## config.mk

```make
export PLATFORM = sky130hd
export DESIGN_NAME = allele_reference_check_core
export DESIGN_NICKNAME = d
export VERILOG_FILES = /design/src/design/arc_pkg.sv /design/src/design/allele_reference_check_core.sv
export SDC_FILE = /design/constraint.sdc
export NUM_CORES = 1
export LEC_CHECK = 0
export BUFFER_PORTS_ARGS = -buffer_cell sky130_fd_sc_hd__buf_2
export CAP_MARGIN = 10
export CORE_UTILIZATION = 58
export DETAILED_ROUTE_END_ITERATION = 8
export GPL_ROUTABILITY_DRIVEN = 0
export PLACE_DENSITY = 0.82
export SYNTH_ARGS = -nofsm -noshare
export SYNTH_HDL_FRONTEND = slang
export SYNTH_SLANG_ARGS = --single-unit
```

## constraint.sdc

```tcl
create_clock -name clk -period 8.66 [get_ports clk]
set_clock_uncertainty 0.15 [all_clocks]
set_input_delay 0.866 -clock clk [delete_from_list [all_inputs] [get_ports clk]]
set_output_delay 0.866 -clock clk [all_outputs]
set_load 0.02 [all_outputs]
```

## src/design/arc_pkg.sv

```systemverilog
`timescale 1ns / 1ps
// ----------------------------------------------------------------------------
// arc_pkg
// shared types, constants and base compare helpers for the allele reference
// check core
// ----------------------------------------------------------------------------
package arc_pkg;

	// longest allele accepted by the position check
	localparam int MAX_REF_LEN = 256;

	localparam int BASE_W   = 8;
	localparam int COORD_W  = 32;
	localparam int LEN_W    = 9;
	localparam int STATUS_W = 2;

	// tdata widths of the slave and master sides
	localparam int IN_DATA_W  = 128;
	localparam int OUT_DATA_W = 8;

	// run status codes, ordered so that a larger code wins
	localparam logic [STATUS_W-1:0] ST_MATCH      = 2'd0;
	localparam logic [STATUS_W-1:0] ST_CONSISTENT = 2'd1;
	localparam logic [STATUS_W-1:0] ST_BAD_REF    = 2'd2;
	localparam logic [STATUS_W-1:0] ST_BAD_POS    = 2'd3;

	// ascii nucleotide codes
	localparam logic [BASE_W-1:0] CH_A = 8'h41;
	localparam logic [BASE_W-1:0] CH_B = 8'h42;
	localparam logic [BASE_W-1:0] CH_C = 8'h43;
	localparam logic [BASE_W-1:0] CH_D = 8'h44;
	localparam logic [BASE_W-1:0] CH_G = 8'h47;
	localparam logic [BASE_W-1:0] CH_H = 8'h48;
	localparam logic [BASE_W-1:0] CH_K = 8'h4B;
	localparam logic [BASE_W-1:0] CH_M = 8'h4D;
	localparam logic [BASE_W-1:0] CH_N = 8'h4E;
	localparam logic [BASE_W-1:0] CH_R = 8'h52;
	localparam logic [BASE_W-1:0] CH_S = 8'h53;
	localparam logic [BASE_W-1:0] CH_T = 8'h54;
	localparam logic [BASE_W-1:0] CH_V = 8'h56;
	localparam logic [BASE_W-1:0] CH_W = 8'h57;
	localparam logic [BASE_W-1:0] CH_Y = 8'h59;
	localparam logic [BASE_W-1:0] CH_LOW_A = 8'h61;
	localparam logic [BASE_W-1:0] CH_LOW_Z = 8'h7A;
	localparam logic [BASE_W-1:0] CASE_OFS = 8'h20;

	// one accepted item as held in the input stage
	typedef struct packed {
		logic [BASE_W-1:0]  user_base;
		logic [BASE_W-1:0]  genome_base;
		logic [COORD_W-1:0] chrom_start;
		logic [COORD_W-1:0] chrom_end;
		logic [COORD_W-1:0] position;
		logic [LEN_W-1:0]   ref_length;
		logic               last;
	} item_t;

	// x is an ambiguity code and y is compatible with it
	function automatic logic one_way(input logic [BASE_W-1:0] x,
			input logic [BASE_W-1:0] y);
		logic r;
		r = (x == CH_B && y != CH_A) || (x == CH_D && y != CH_C)
			|| (x == CH_H && y != CH_G) || (x == CH_V && y != CH_T)
			|| (x == CH_W && (y == CH_A || y == CH_T))
			|| (x == CH_S && (y == CH_C || y == CH_G))
			|| (x == CH_M && (y == CH_A || y == CH_C))
			|| (x == CH_K && (y == CH_G || y == CH_T))
			|| (x == CH_R && (y == CH_A || y == CH_G))
			|| (x == CH_Y && (y == CH_C || y == CH_T));
		return r;
	endfunction

	// classify one base pair
	function automatic logic [STATUS_W-1:0] compare_bases(
			input logic [BASE_W-1:0] user, input logic [BASE_W-1:0] genome);
		logic [BASE_W-1:0]   u;
		logic [STATUS_W-1:0] r;
		u = user;
		if (user >= CH_LOW_A && user <= CH_LOW_Z) begin
			u = user - CASE_OFS;
		end
		if (u == genome) begin
			r = ST_MATCH;
		end else if (u == CH_N || genome == CH_N || one_way(u, genome)
				|| one_way(genome, u)) begin
			r = ST_CONSISTENT;
		end else begin
			r = ST_BAD_REF;
		end
		return r;
	endfunction

endpackage

```

## src/design/allele_reference_check_core.sv

```systemverilog
`timescale 1ns / 1ps
// ----------------------------------------------------------------------------
// allele_reference_check_core
// streaming iupac base-pair check of a user allele against the genome
// reference, with a position check on the first item of each run
// ----------------------------------------------------------------------------
//
// channel   | dir | payload
// ----------+-----+-----------------------------------------------------------
// s_axis    | in  | one base pair per transaction, tlast ends the allele run
// m_axis    | out | one run status per run, sent after the last transaction
//
// one item per cycle sustained while m_axis does not stall; an item is registered
// at the input stage and folded into the run status when it leaves it, so a run's
// status is registered into the m_axis output register when its last item leaves
// the input stage.
// arst_n clears all valid flags and the run state (status match, at run start).
// a stalled m_axis only holds back an item that ends a run; items inside a
// run keep flowing while an earlier status waits to be taken.
//
module allele_reference_check_core
	import arc_pkg::*;
(
	input  logic                  clk,
	input  logic                  arst_n,
	// slave side
	input  logic                  s_axis_tvalid,
	output logic                  s_axis_tready,
	// user_base[7:0], genome_base[15:8], chrom_start[47:16], chrom_end[79:48],
	// position[111:80], ref_length[120:112], zero pad[127:121]
	input  logic [IN_DATA_W-1:0]  s_axis_tdata,
	input  logic                  s_axis_tlast,
	// master side
	output logic                  m_axis_tvalid,
	input  logic                  m_axis_tready,
	// status[1:0], zero pad[7:2]
	output logic [OUT_DATA_W-1:0] m_axis_tdata
);

	// input stage
	logic                item_vld_s1;
	item_t               item_s1;

	// run state
	logic [STATUS_W-1:0] run_status_q;
	logic                at_start_q;

	// output register
	logic                out_vld_q;
	logic [STATUS_W-1:0] out_status_q;

	logic                out_free;
	logic                consume;
	logic [COORD_W-1:0]  offset;
	logic                pos_bad;
	logic [STATUS_W-1:0] base_st;
	logic [STATUS_W-1:0] cur_st;
	logic [STATUS_W-1:0] next_st;

	assign out_free = !out_vld_q || m_axis_tready;

	// a run-ending item needs a free output slot, any other item moves freely
	assign consume = item_vld_s1 && (!item_s1.last || out_free);

	assign s_axis_tready = !item_vld_s1 || consume;

	// position check, only used on the first item of a run
	always_comb begin
		offset  = item_s1.chrom_start + item_s1.position;
		pos_bad = (item_s1.ref_length > LEN_W'(MAX_REF_LEN))
			|| ((34'(offset) + 34'(item_s1.ref_length) + 34'd1)
				> 34'(item_s1.chrom_end));
	end

	// fold this item into the run status
	always_comb begin
		base_st = compare_bases(item_s1.user_base, item_s1.genome_base);
		if (at_start_q) begin
			cur_st = pos_bad ? ST_BAD_POS : ST_MATCH;
		end else begin
			cur_st = run_status_q;
		end
		next_st = cur_st;
		// invalid is sticky; a zero-length item carries no base
		if (cur_st < ST_BAD_REF && item_s1.ref_length != '0 && base_st > cur_st) begin
			next_st = base_st;
		end
	end

	always_ff @(posedge clk or negedge arst_n) begin
		if (!arst_n) begin
			item_vld_s1 <= 1'b0;
		end else if (s_axis_tready) begin
			item_vld_s1 <= s_axis_tvalid;
		end
	end

	always_ff @(posedge clk) begin
		if (s_axis_tready && s_axis_tvalid) begin
			item_s1.user_base   <= s_axis_tdata[7:0];
			item_s1.genome_base <= s_axis_tdata[15:8];
			item_s1.chrom_start <= s_axis_tdata[47:16];
			item_s1.chrom_end   <= s_axis_tdata[79:48];
			item_s1.position    <= s_axis_tdata[111:80];
			item_s1.ref_length  <= s_axis_tdata[120:112];
			item_s1.last        <= s_axis_tlast;
		end
	end

	// run state returns to reset values after the last item
	always_ff @(posedge clk or negedge arst_n) begin
		if (!arst_n) begin
			run_status_q <= ST_MATCH;
			at_start_q   <= 1'b1;
		end else if (consume) begin
			if (item_s1.last) begin
				run_status_q <= ST_MATCH;
				at_start_q   <= 1'b1;
			end else begin
				run_status_q <= next_st;
				at_start_q   <= 1'b0;
			end
		end
	end

	always_ff @(posedge clk or negedge arst_n) begin
		if (!arst_n) begin
			out_vld_q <= 1'b0;
		end else if (consume && item_s1.last) begin
			out_vld_q <= 1'b1;
		end else if (m_axis_tready) begin
			out_vld_q <= 1'b0;
		end
	end

	always_ff @(posedge clk) begin
		if (consume && item_s1.last) begin
			out_status_q <= next_st;
		end
	end

	assign m_axis_tvalid = out_vld_q;
	assign m_axis_tdata  = {{(OUT_DATA_W-STATUS_W){1'b0}}, out_status_q};

endmodule
```

======== After elaboration in Yosys (flattened, before gate mapping) ========
Index checks and enable logic that the tools add are counted.
operators by class
  add/subtract/negate cells ............... 4
  multipliers ............................. 0
  div/mod/pow operators ................... 0
  order comparisons ....................... 6
  eq/ne operators ......................... 39
  shift operators ......................... 0
  muxes and demuxes ....................... 10
  bitwise gates (word level) .............. 0
  reductions and logical operators ........ 68
operators by type and width
  operator               number
  $eq 8x7->1 const B     30
  $ne 8x7->1 const B     8
  $logic_or 1x1->1       37
  $add 33x1->34 const B  1
  $gt 34x32->1           1
  $add 32x9->33          1
  $add 32x32->32         1
  $logic_and 1x1->1      26
  $mux 2                 6
  $gt 9x9->1 const B     1
  $reduce_bool 9->1      1
  $eq 8x8->1             1
  $ge 8x7->1 const B     1
  $le 8x7->1 const B     1
  $mux 8                 1
  $sub 8x6->8 const B    1
  $logic_not 1->1        3
  $mux 1                 3
  $gt 2x2->1             1
  $lt 2x2->1 const B     1
  $reduce_bool 2->1      1
word-level totals
  flip-flop bits (word level) ............. 129
  bits in latches ......................... 0
  bits in writable memories ............... 0
  ROM bits ................................ 0
  input bits .............................. 133
  output and inout port bits .............. 10
  memories kept ........................... 0

======== Logic depth before layout (Yosys ltp) ========
Gate-level depths: netlist of the first run.
  depth in word-level cells ............... 22
  mapped depth ............................ 35
  depth with buffers taken out ............ 35

======== Worst setup path before layout of the first run ========
OpenSTA, ideal clock, no wires.
  path type ............................... reg-to-reg
  start ................................... register item_s1[10] (netlist bit)
  end ..................................... register out_status_q[0] (data pin)
  library setup time ...................... 0.257 ns
  data arrival time ....................... 6.071 ns
  required time ........................... 8.253 ns
  path slack .............................. 2.182 ns
  stages on the path, launching flop included .. 33
  path buffers ............................ 0
  clock period less this slack ............ 6.478 ns
  cell sequence ........................... edfxtp_1 -> ha_1 -> inv_1 -> fa_1 -> and2b_1 -> o2111ai_1 -> nand2_2 -> a21o_2 -> a21oi_1 -> xnor2_1 -> ha_1 -> a21o_2 -> a31oi_1 -> or4b_4 -> or3b_4 -> nor2_1 -> xor2_1 -> ha_1 -> a21o_1 -> a21o_1 -> a21oi_1 -> o21a_1 -> o211ai_1 -> nand2_1 -> and4_1 -> a21bo_2 -> and2_1 -> ha_1 -> a211oi_1 -> and2_1 -> inv_1 -> a31oi_1 -> inv_1
between the ends
  word-level cells in the longest chain between the ends .. 11
  elaborated cells between the ends (all ways) .. 12
ends and longest elaborated chain
  what                            RTL line                            RTL
  start: declaration              allele_reference_check_core.sv:42   item_t item_s1;
  $add 32x32->32 *                allele_reference_check_core.sv:69   offset = item_s1.chrom_start + item_s1.position;
  $add 32x9->33 *                 allele_reference_check_core.sv:71   || ((34'(offset) + 34'(item_s1.ref_length) + 34'd1)
  $add 33x1->34 *                 allele_reference_check_core.sv:71
  $gt 34x32->1 *                  allele_reference_check_core.sv:72   > 34'(item_s1.chrom_end));
  $logic_or 1x1->1 *              allele_reference_check_core.sv:71
  $mux 2 *                        allele_reference_check_core.sv:79   cur_st = pos_bad ? ST_BAD_POS : ST_MATCH;
  $mux 2 *                        allele_reference_check_core.sv:78   if (at_start_q) begin
  $lt 2x2->1                      allele_reference_check_core.sv:85   if (cur_st < ST_BAD_REF && item_s1.ref_length != '0 && base_st > cur_st) begin
  $logic_and 1x1->1 (2 in a row)  allele_reference_check_core.sv:85
  $mux 2 *                        allele_reference_check_core.sv:85
  via next_st[0]                  allele_reference_check_core.sv:58   logic [STATUS_W-1:0] next_st;
  end signal: assignment          allele_reference_check_core.sv:138  out_status_q <= next_st;
  end: declaration                allele_reference_check_core.sv:50   logic [STATUS_W-1:0] out_status_q;
The timed path passes the listed nets; every way through them passes the cells marked *.
A chain may end at the register's enable or synchronous reset.

======== Worst setup path after layout of the first run ========
Same ends and word-level chain as after synthesis.

==> impl_metrics.ini, run 1 <==
[yosys]
ys_seq_area_share_pct = 45.28
yosys_register_bits = 129
synth-async-reset-ratio_pct = 3.876
yosysWarnings = 0
syn_avg_cell_area_sq_um = 10.64
yosysTopAreaCell = edfxtp_1
synthDominantCellAreaShare_pct = 43.79
syn_inst = 799
synth-edff-count = 124
ys_top_cells_by_area = edfxtp_1 44%, ha_1 11%, xnor2_1 4.1%
ys.flop_type = edfxtp_1
synth_cell_types = 90
syn-cell-area_sq_mm = 0.008503

[layout]
layout.nets = 1136
finalNonFillerCells = 1119
final_cell_mix = 129 x buf_2, 124 x edfxtp_1, 75 x ha_1
fill_cells = 1095
num_antenna_cells = 0
areaGrowthSynthToFinish_pct = 15.41
layout-drive-gt1-share_pct = 20.45
final_common_cell = buf_2

[clocking]
numClockSinks = 129
clk_pin_slew_worst_paths_ns = 0.06
htree_levels = 4
clk_latency_ns = 0.42
cts_tree = done
cts-root-buf = clkbuf_16
post_cts_buffers = 0
post_cts_resized = 0
clockBufferDepth = 2
cts_hold_buffers = 0
numCtsBuffers = 17

[floorplan]
io_pins = 143
coreArea_sq_mm = 0.01410
die_h_um = 123.1
die_area_sq_mm = 0.01515
start_util_pct = 60.32
fp-row-count = 43
chipWidth_um = 123.1

[global_routing]
gr-usage-all-layers_pct = 25.27
grt_max_degree = 63
grt_overflow = 0
grt_pass1_vias = 6390
grt_pass1_wl_um = 29160
grt_antenna_before_repair = 0

[critical_path]
reg2reg_slack_ns = 1.27
worst-path-buf-inv = 3
cpPeakStageDelay_ns = 0.61
rr_worst_depth = 31
regToRegEndpoint = out_status_q[0]
crit_type = reg -> reg
r2r_start = item_s1[10]
cp.arrival_ns = 7.41
cp_top_family = simple AND/OR/NAND/NOR gates
crit_path_frequent_cell = ha_1
cp_max_fo = 5
setup.worst_path.start_class = register
crit_slowest_cell = or4b_4
required_ns = 8.68
end_kind = register

[pwr]
vdd_ir_drop_max_uv = 150.4
power_density_mw_per_mm2 = 209.1
power_mw = 2.052
p_leak_nw = 4.105

[timing]
period_minus_slack_ns = 7.391
relSlewSlack_pct = 31.79
tightestPinTransition_ns = 1.009
hold_viol = 0
tns_ns = 0
rsz0062_at_grt = false
slew_violations = 0
max_freq_mhz = 135.3
setup_viol = 0
postLayoutSetupSlackWorst_ns = 1.269
hold_ws_ns = 0.1060
period_share_pct = 85.35

[place]
dp_slack_ns = 1.396
dpl.cell_count = 1087
dp_hpwl_um = 13350
port_buffers = 129

[routing]
first_pass_iters = 5
drt_iter0_markers = 376
antenna_left = 0
wl_per_cell_um = 16.30
drcViolationCount = 0
num_vias = 6633
routed_via_density = 5.928
routed_wl_um = 18240

[run]
drv_cap = 0

[outcome]
status = completed

[worst_hold_path]
min_path_type = in -> async
-- per-stage QoR --
step / instance area (sq um) / utilization [%]
finish: 9813 / 69.62
global route: 9813 / 69.62
CTS: 9813 / 69.62
detailed placement: 9211 / 65.35
global placement: 9211 / 65.35
floorplan: 8522 / -
-- cell usage after synthesis (6+ instances only) --
cell type	n
buf_4	7
nand3_1	19
nand4_1	20
ha_1	75
nor3_1	21
nand2b_1	12
a21o_2	7
a31oi_1	14
edfxtp_1	124
nor2b_1	9
clkbuf_1	11
a211oi_1	7
inv_1	56
xor2_1	20
o21a_1	8
nor4_1	10
a21oi_1	46
o211ai_1	9
o21ai_1	6
nand2_1	56
xnor2_1	40
and2_1	7
nor2_1	55
o21ai_0	24
a21o_1	22
-- worst max-delay path by stage --
stage | start | end | slack [ns] | depth (start not counted)
after CTS | item_s1[74] | out_status_q[0] | 1.28 | 32
after global placement | item_s1[10] | out_status_q[0] | 1.54 | 32
after detailed placement | item_s1[10] | out_status_q[0] | 1.40 | 32
after floorplan | item_s1[10] | out_status_q[0] | 2.18 | 32
final | item_s1[10] | out_status_q[0] | 1.27 | 31
after global routing | item_s1[74] | out_status_q[0] | 0.78 | 32
-- sequential cells by signal, indices dropped and copies added, names as in the netlist --
| register | flops |
|---|---|
| item_s1 | 122 |
| out_status_q | 2 |
| run_status_q | 2 |
| at_start_q | 1 |
| item_vld_s1 | 1 |
| m_axis_tvalid | 1 |
-- routing by layer --
metal | track usage (%) | vias up | part of all wire [%]
li1 | - | 3240 | -
met1 | 30.68 | 3098 | 43
met2 | 43.93 | 260 | 49
met3 | 5.443 | 35 | 5.4
met4 | 9.639 | 0 | 2.2
met5 | 0 | - | 0
-- area by class of cell --
type	instances	area, sq um	share of cell area [%]
Inverter	56	210.2	2.142
Clock inverter	12	165.2	1.683
Multi-Input combinational cell	591	4265	43.47
Tap cell	180	225.2	2.295
Clock buffer	20	436.7	4.450
Timing Repair Buffer	131	660.6	6.732
Sequential cell	129	3850	39.23
-- cells by family after synthesis --
| kind of cell | after synthesis | synth area share, % |
|---|---|---|
| muxes | 2 | 0.2354 |
| other | 1 | 0.04410 |
| AOI/OAI and AO/OA | 192 | 15.61 |
| DFF | 129 | 45.28 |
| xor gates and xnor gates | 62 | 6.695 |
| buffers and inverters | 84 | 4.812 |
| and+or+nand+nor | 252 | 15.82 |
| adders and majority gates | 77 | 11.51 |
-- where the power goes --
part	switching, mW	total, mW	internal [mW]
logic	0.313	0.551	0.238
registers	0.0265	0.761	0.735
clock network	0.263	0.740	0.477
Note: power is estimated with default switching activity, not from simulation.
==> run 2: changes to the inputs <==
--- a/config.mk
+++ b/config.mk
@@ -7,6 +7,7 @@
 export LEC_CHECK = 0
 export BUFFER_PORTS_ARGS = -buffer_cell sky130_fd_sc_hd__buf_2
 export CAP_MARGIN = 10
+export CORE_ASPECT_RATIO = 1.2
 export CORE_UTILIZATION = 58
 export DETAILED_ROUTE_END_ITERATION = 8
 export GPL_ROUTABILITY_DRIVEN = 0
==> run 2 against run 1 <==
Net effect:
- critical path depth unchanged
- power down 2.7%
- hold slack better by 0.0031 ns
- sequential share of layout area up 0.095 points
- die area about the same
- sequential power about the same
- register-to-register slack better by 0.07 ns
- critical endpoint unchanged
- largest cell class unchanged
- largest power group unchanged
==> impl_metrics.ini, run 2 (synthesis gave the netlist of run 1 again) <==
[routing]
drt_iter0_markers = 453
routed_wl_um = 17440
num_vias = 6540
routed_via_density = 5.865
wl_per_cell_um = 15.64
drcViolationCount = 0
antenna_left = 0
first_pass_iters = 7

[pwr]
p_int_mw = 1.418
power_switching_uw = 577.7
switching_share_pct = 28.94
comb_power_share_pct = 27.2
p_clk_share_pct = 34.7
vdd_ir_drop_max_uv = 127.6
power_density_mw_per_mm2 = 203.9
p_leak_nw = 4.099
p_seq_share_pct = 38.1

[clocking]
post_cts_resized = 0
clk_pin_slew_worst_paths_ns = 0.06
cts_tree = done
cts_hold_buffers = 0
htree_levels = 4
numClockSinks = 129
clk_latency_ns = 0.41
numCtsBuffers = 17
cts-root-buf = clkbuf_16
post_cts_buffers = 0
clockBufferDepth = 2

[floorplan]
start_util_pct = 59.24
coreArea_sq_mm = 0.01435
chipWidth_um = 112.5
die_area_sq_mm = 0.01515
fp-row-count = 48
die_h_um = 134.6
io_pins = 143

[critical_path]
cp_max_fo = 5
crit_slowest_cell = or4b_4
cp.arrival_ns = 7.34
required_ns = 8.67
crit_start = item_s1[74]
end_kind = register
cp_top_family = simple AND/OR/NAND/NOR gates
cp.depth = 31
worst-path-buf-inv = 3
rr_worst_depth = 31
r2r_start = item_s1[74]
cpPeakStageDelay_ns = 0.61
setup.worst_path.start_class = register
crit_path_frequent_cell = ha_1
crit_type = reg -> reg

[run]
drv_cap = 0

[global_routing]
grt_overflow = 0
grt_antenna_before_repair = 0
gr-usage-all-layers_pct = 24.48
grt_pass1_vias = 6334
grt_max_degree = 67
grt_pass1_wl_um = 28930

[timing]
rsz0062_at_grt = false
tns_ns = 0
hold_viol = 0
period_minus_slack_ns = 7.326
postLayoutSetupSlackWorst_ns = 1.334
tightestPinTransition_ns = 0.8533
period_share_pct = 84.60
max_freq_mhz = 136.5
relSlewSlack_pct = 42.37
slew_violations = 0
setup_viol = 0

[outcome]
status = completed

[worst_hold_path]
min_path_type = in -> async

[layout]
top_regs = item_s1: 122 flops, out_status_q: 2 flops, run_status_q: 2 flops
areaGrowthSynthToFinish_pct = 15.13
layout.nets = 1137
top_register = item_s1
layout-drive-gt1-share_pct = 20.64
final_common_cell = buf_2
finalNonFillerCells = 1115
largest_reg_flops = 122
final_cell_mix = 129 x buf_2, 124 x edfxtp_1, 75 x ha_1
final_util_pct = 68.20
final_cell_area_sq_mm = 0.009789
num_antenna_cells = 0

[place]
placed_area_sq_mm = 0.009213
dpl.cell_count = 1083
dp_hpwl_um = 13010
port_buffers = 129
dp_slack_ns = 1.411
==> run 2: cell types whose count changed in the layout (fill, tap and decap cells not counted), sizes merged <==
| cell | previous run | this run |
|---|---|---|
| buf | 131 | 132 |
| bufinv | 4 | 3 |
| clkbuf | 20 | 19 |
| clkinv | 6 | 7 |
| clkinvlp | 2 | 3 |
==> run 2: path summary, 6_finish.rpt <==
path,endpoint,slack [ns]
max in group asynchronous,at_start_q,8.04
min in group clk,run_status_q[0],0.34
min,m_axis_tvalid,0.11
max reg2reg,out_status_q[0],1.33
min reg2reg,run_status_q[0],0.34
max,out_status_q[0],1.33
==> run 2: power groups by stage <==
stage	clock network, mW	registers (mW)	logic (mW)
finish	0.693	0.760	0.543
global route	0.733	0.764	0.616
CTS	0.706	0.760	0.541
detailed placement	0	0.772	0.536
global placement	0	0.771	0.522
floorplan	0	0.764	0.425
==> run 2: cell type report <==
type                       count  area (sq um)
sequential                   129          3850
inverter                      56         210.2
tap                          175         219.0
multi-input combinational    591          4265
clock inverter                13         143.9
timing repair buffer         132         668.1
fill                        1048          4564
clock buffer                  19         432.9
==> run 2: metal layers <==
metal  GRT usage (%)  share of wire (%)  vias up
met4           9.407                2.1        0
met3           4.803                4.3       35
met5               0                  0        -
li1                -                  -     3251
met2           44.31                 52      222
met1           28.66                 42     3032
==> run 2: worst reg2reg max path: cells and delay by family, from the launching register on <==
family	cells	cell delay [ns]
buffers and inverters	3	0.19
AND/OR/NAND/NOR	12	2.89
XOR/XNOR	2	0.30
AO/OA/AOI/OAI	9	1.73
flip-flops	1	0.34
adder cells (fa/ha/maj)	5	1.48
==> run 2: metrics by stage <==
stage,hold slack (ns),power (mW)
3_5_place_dp,0.3359,1.308
6_report,0.1091,1.996
4_1_cts,0.09499,2.007
2_1_floorplan,0.2975,1.189
5_1_grt,0.09687,2.113
3_3_place_gp,0.3201,1.292
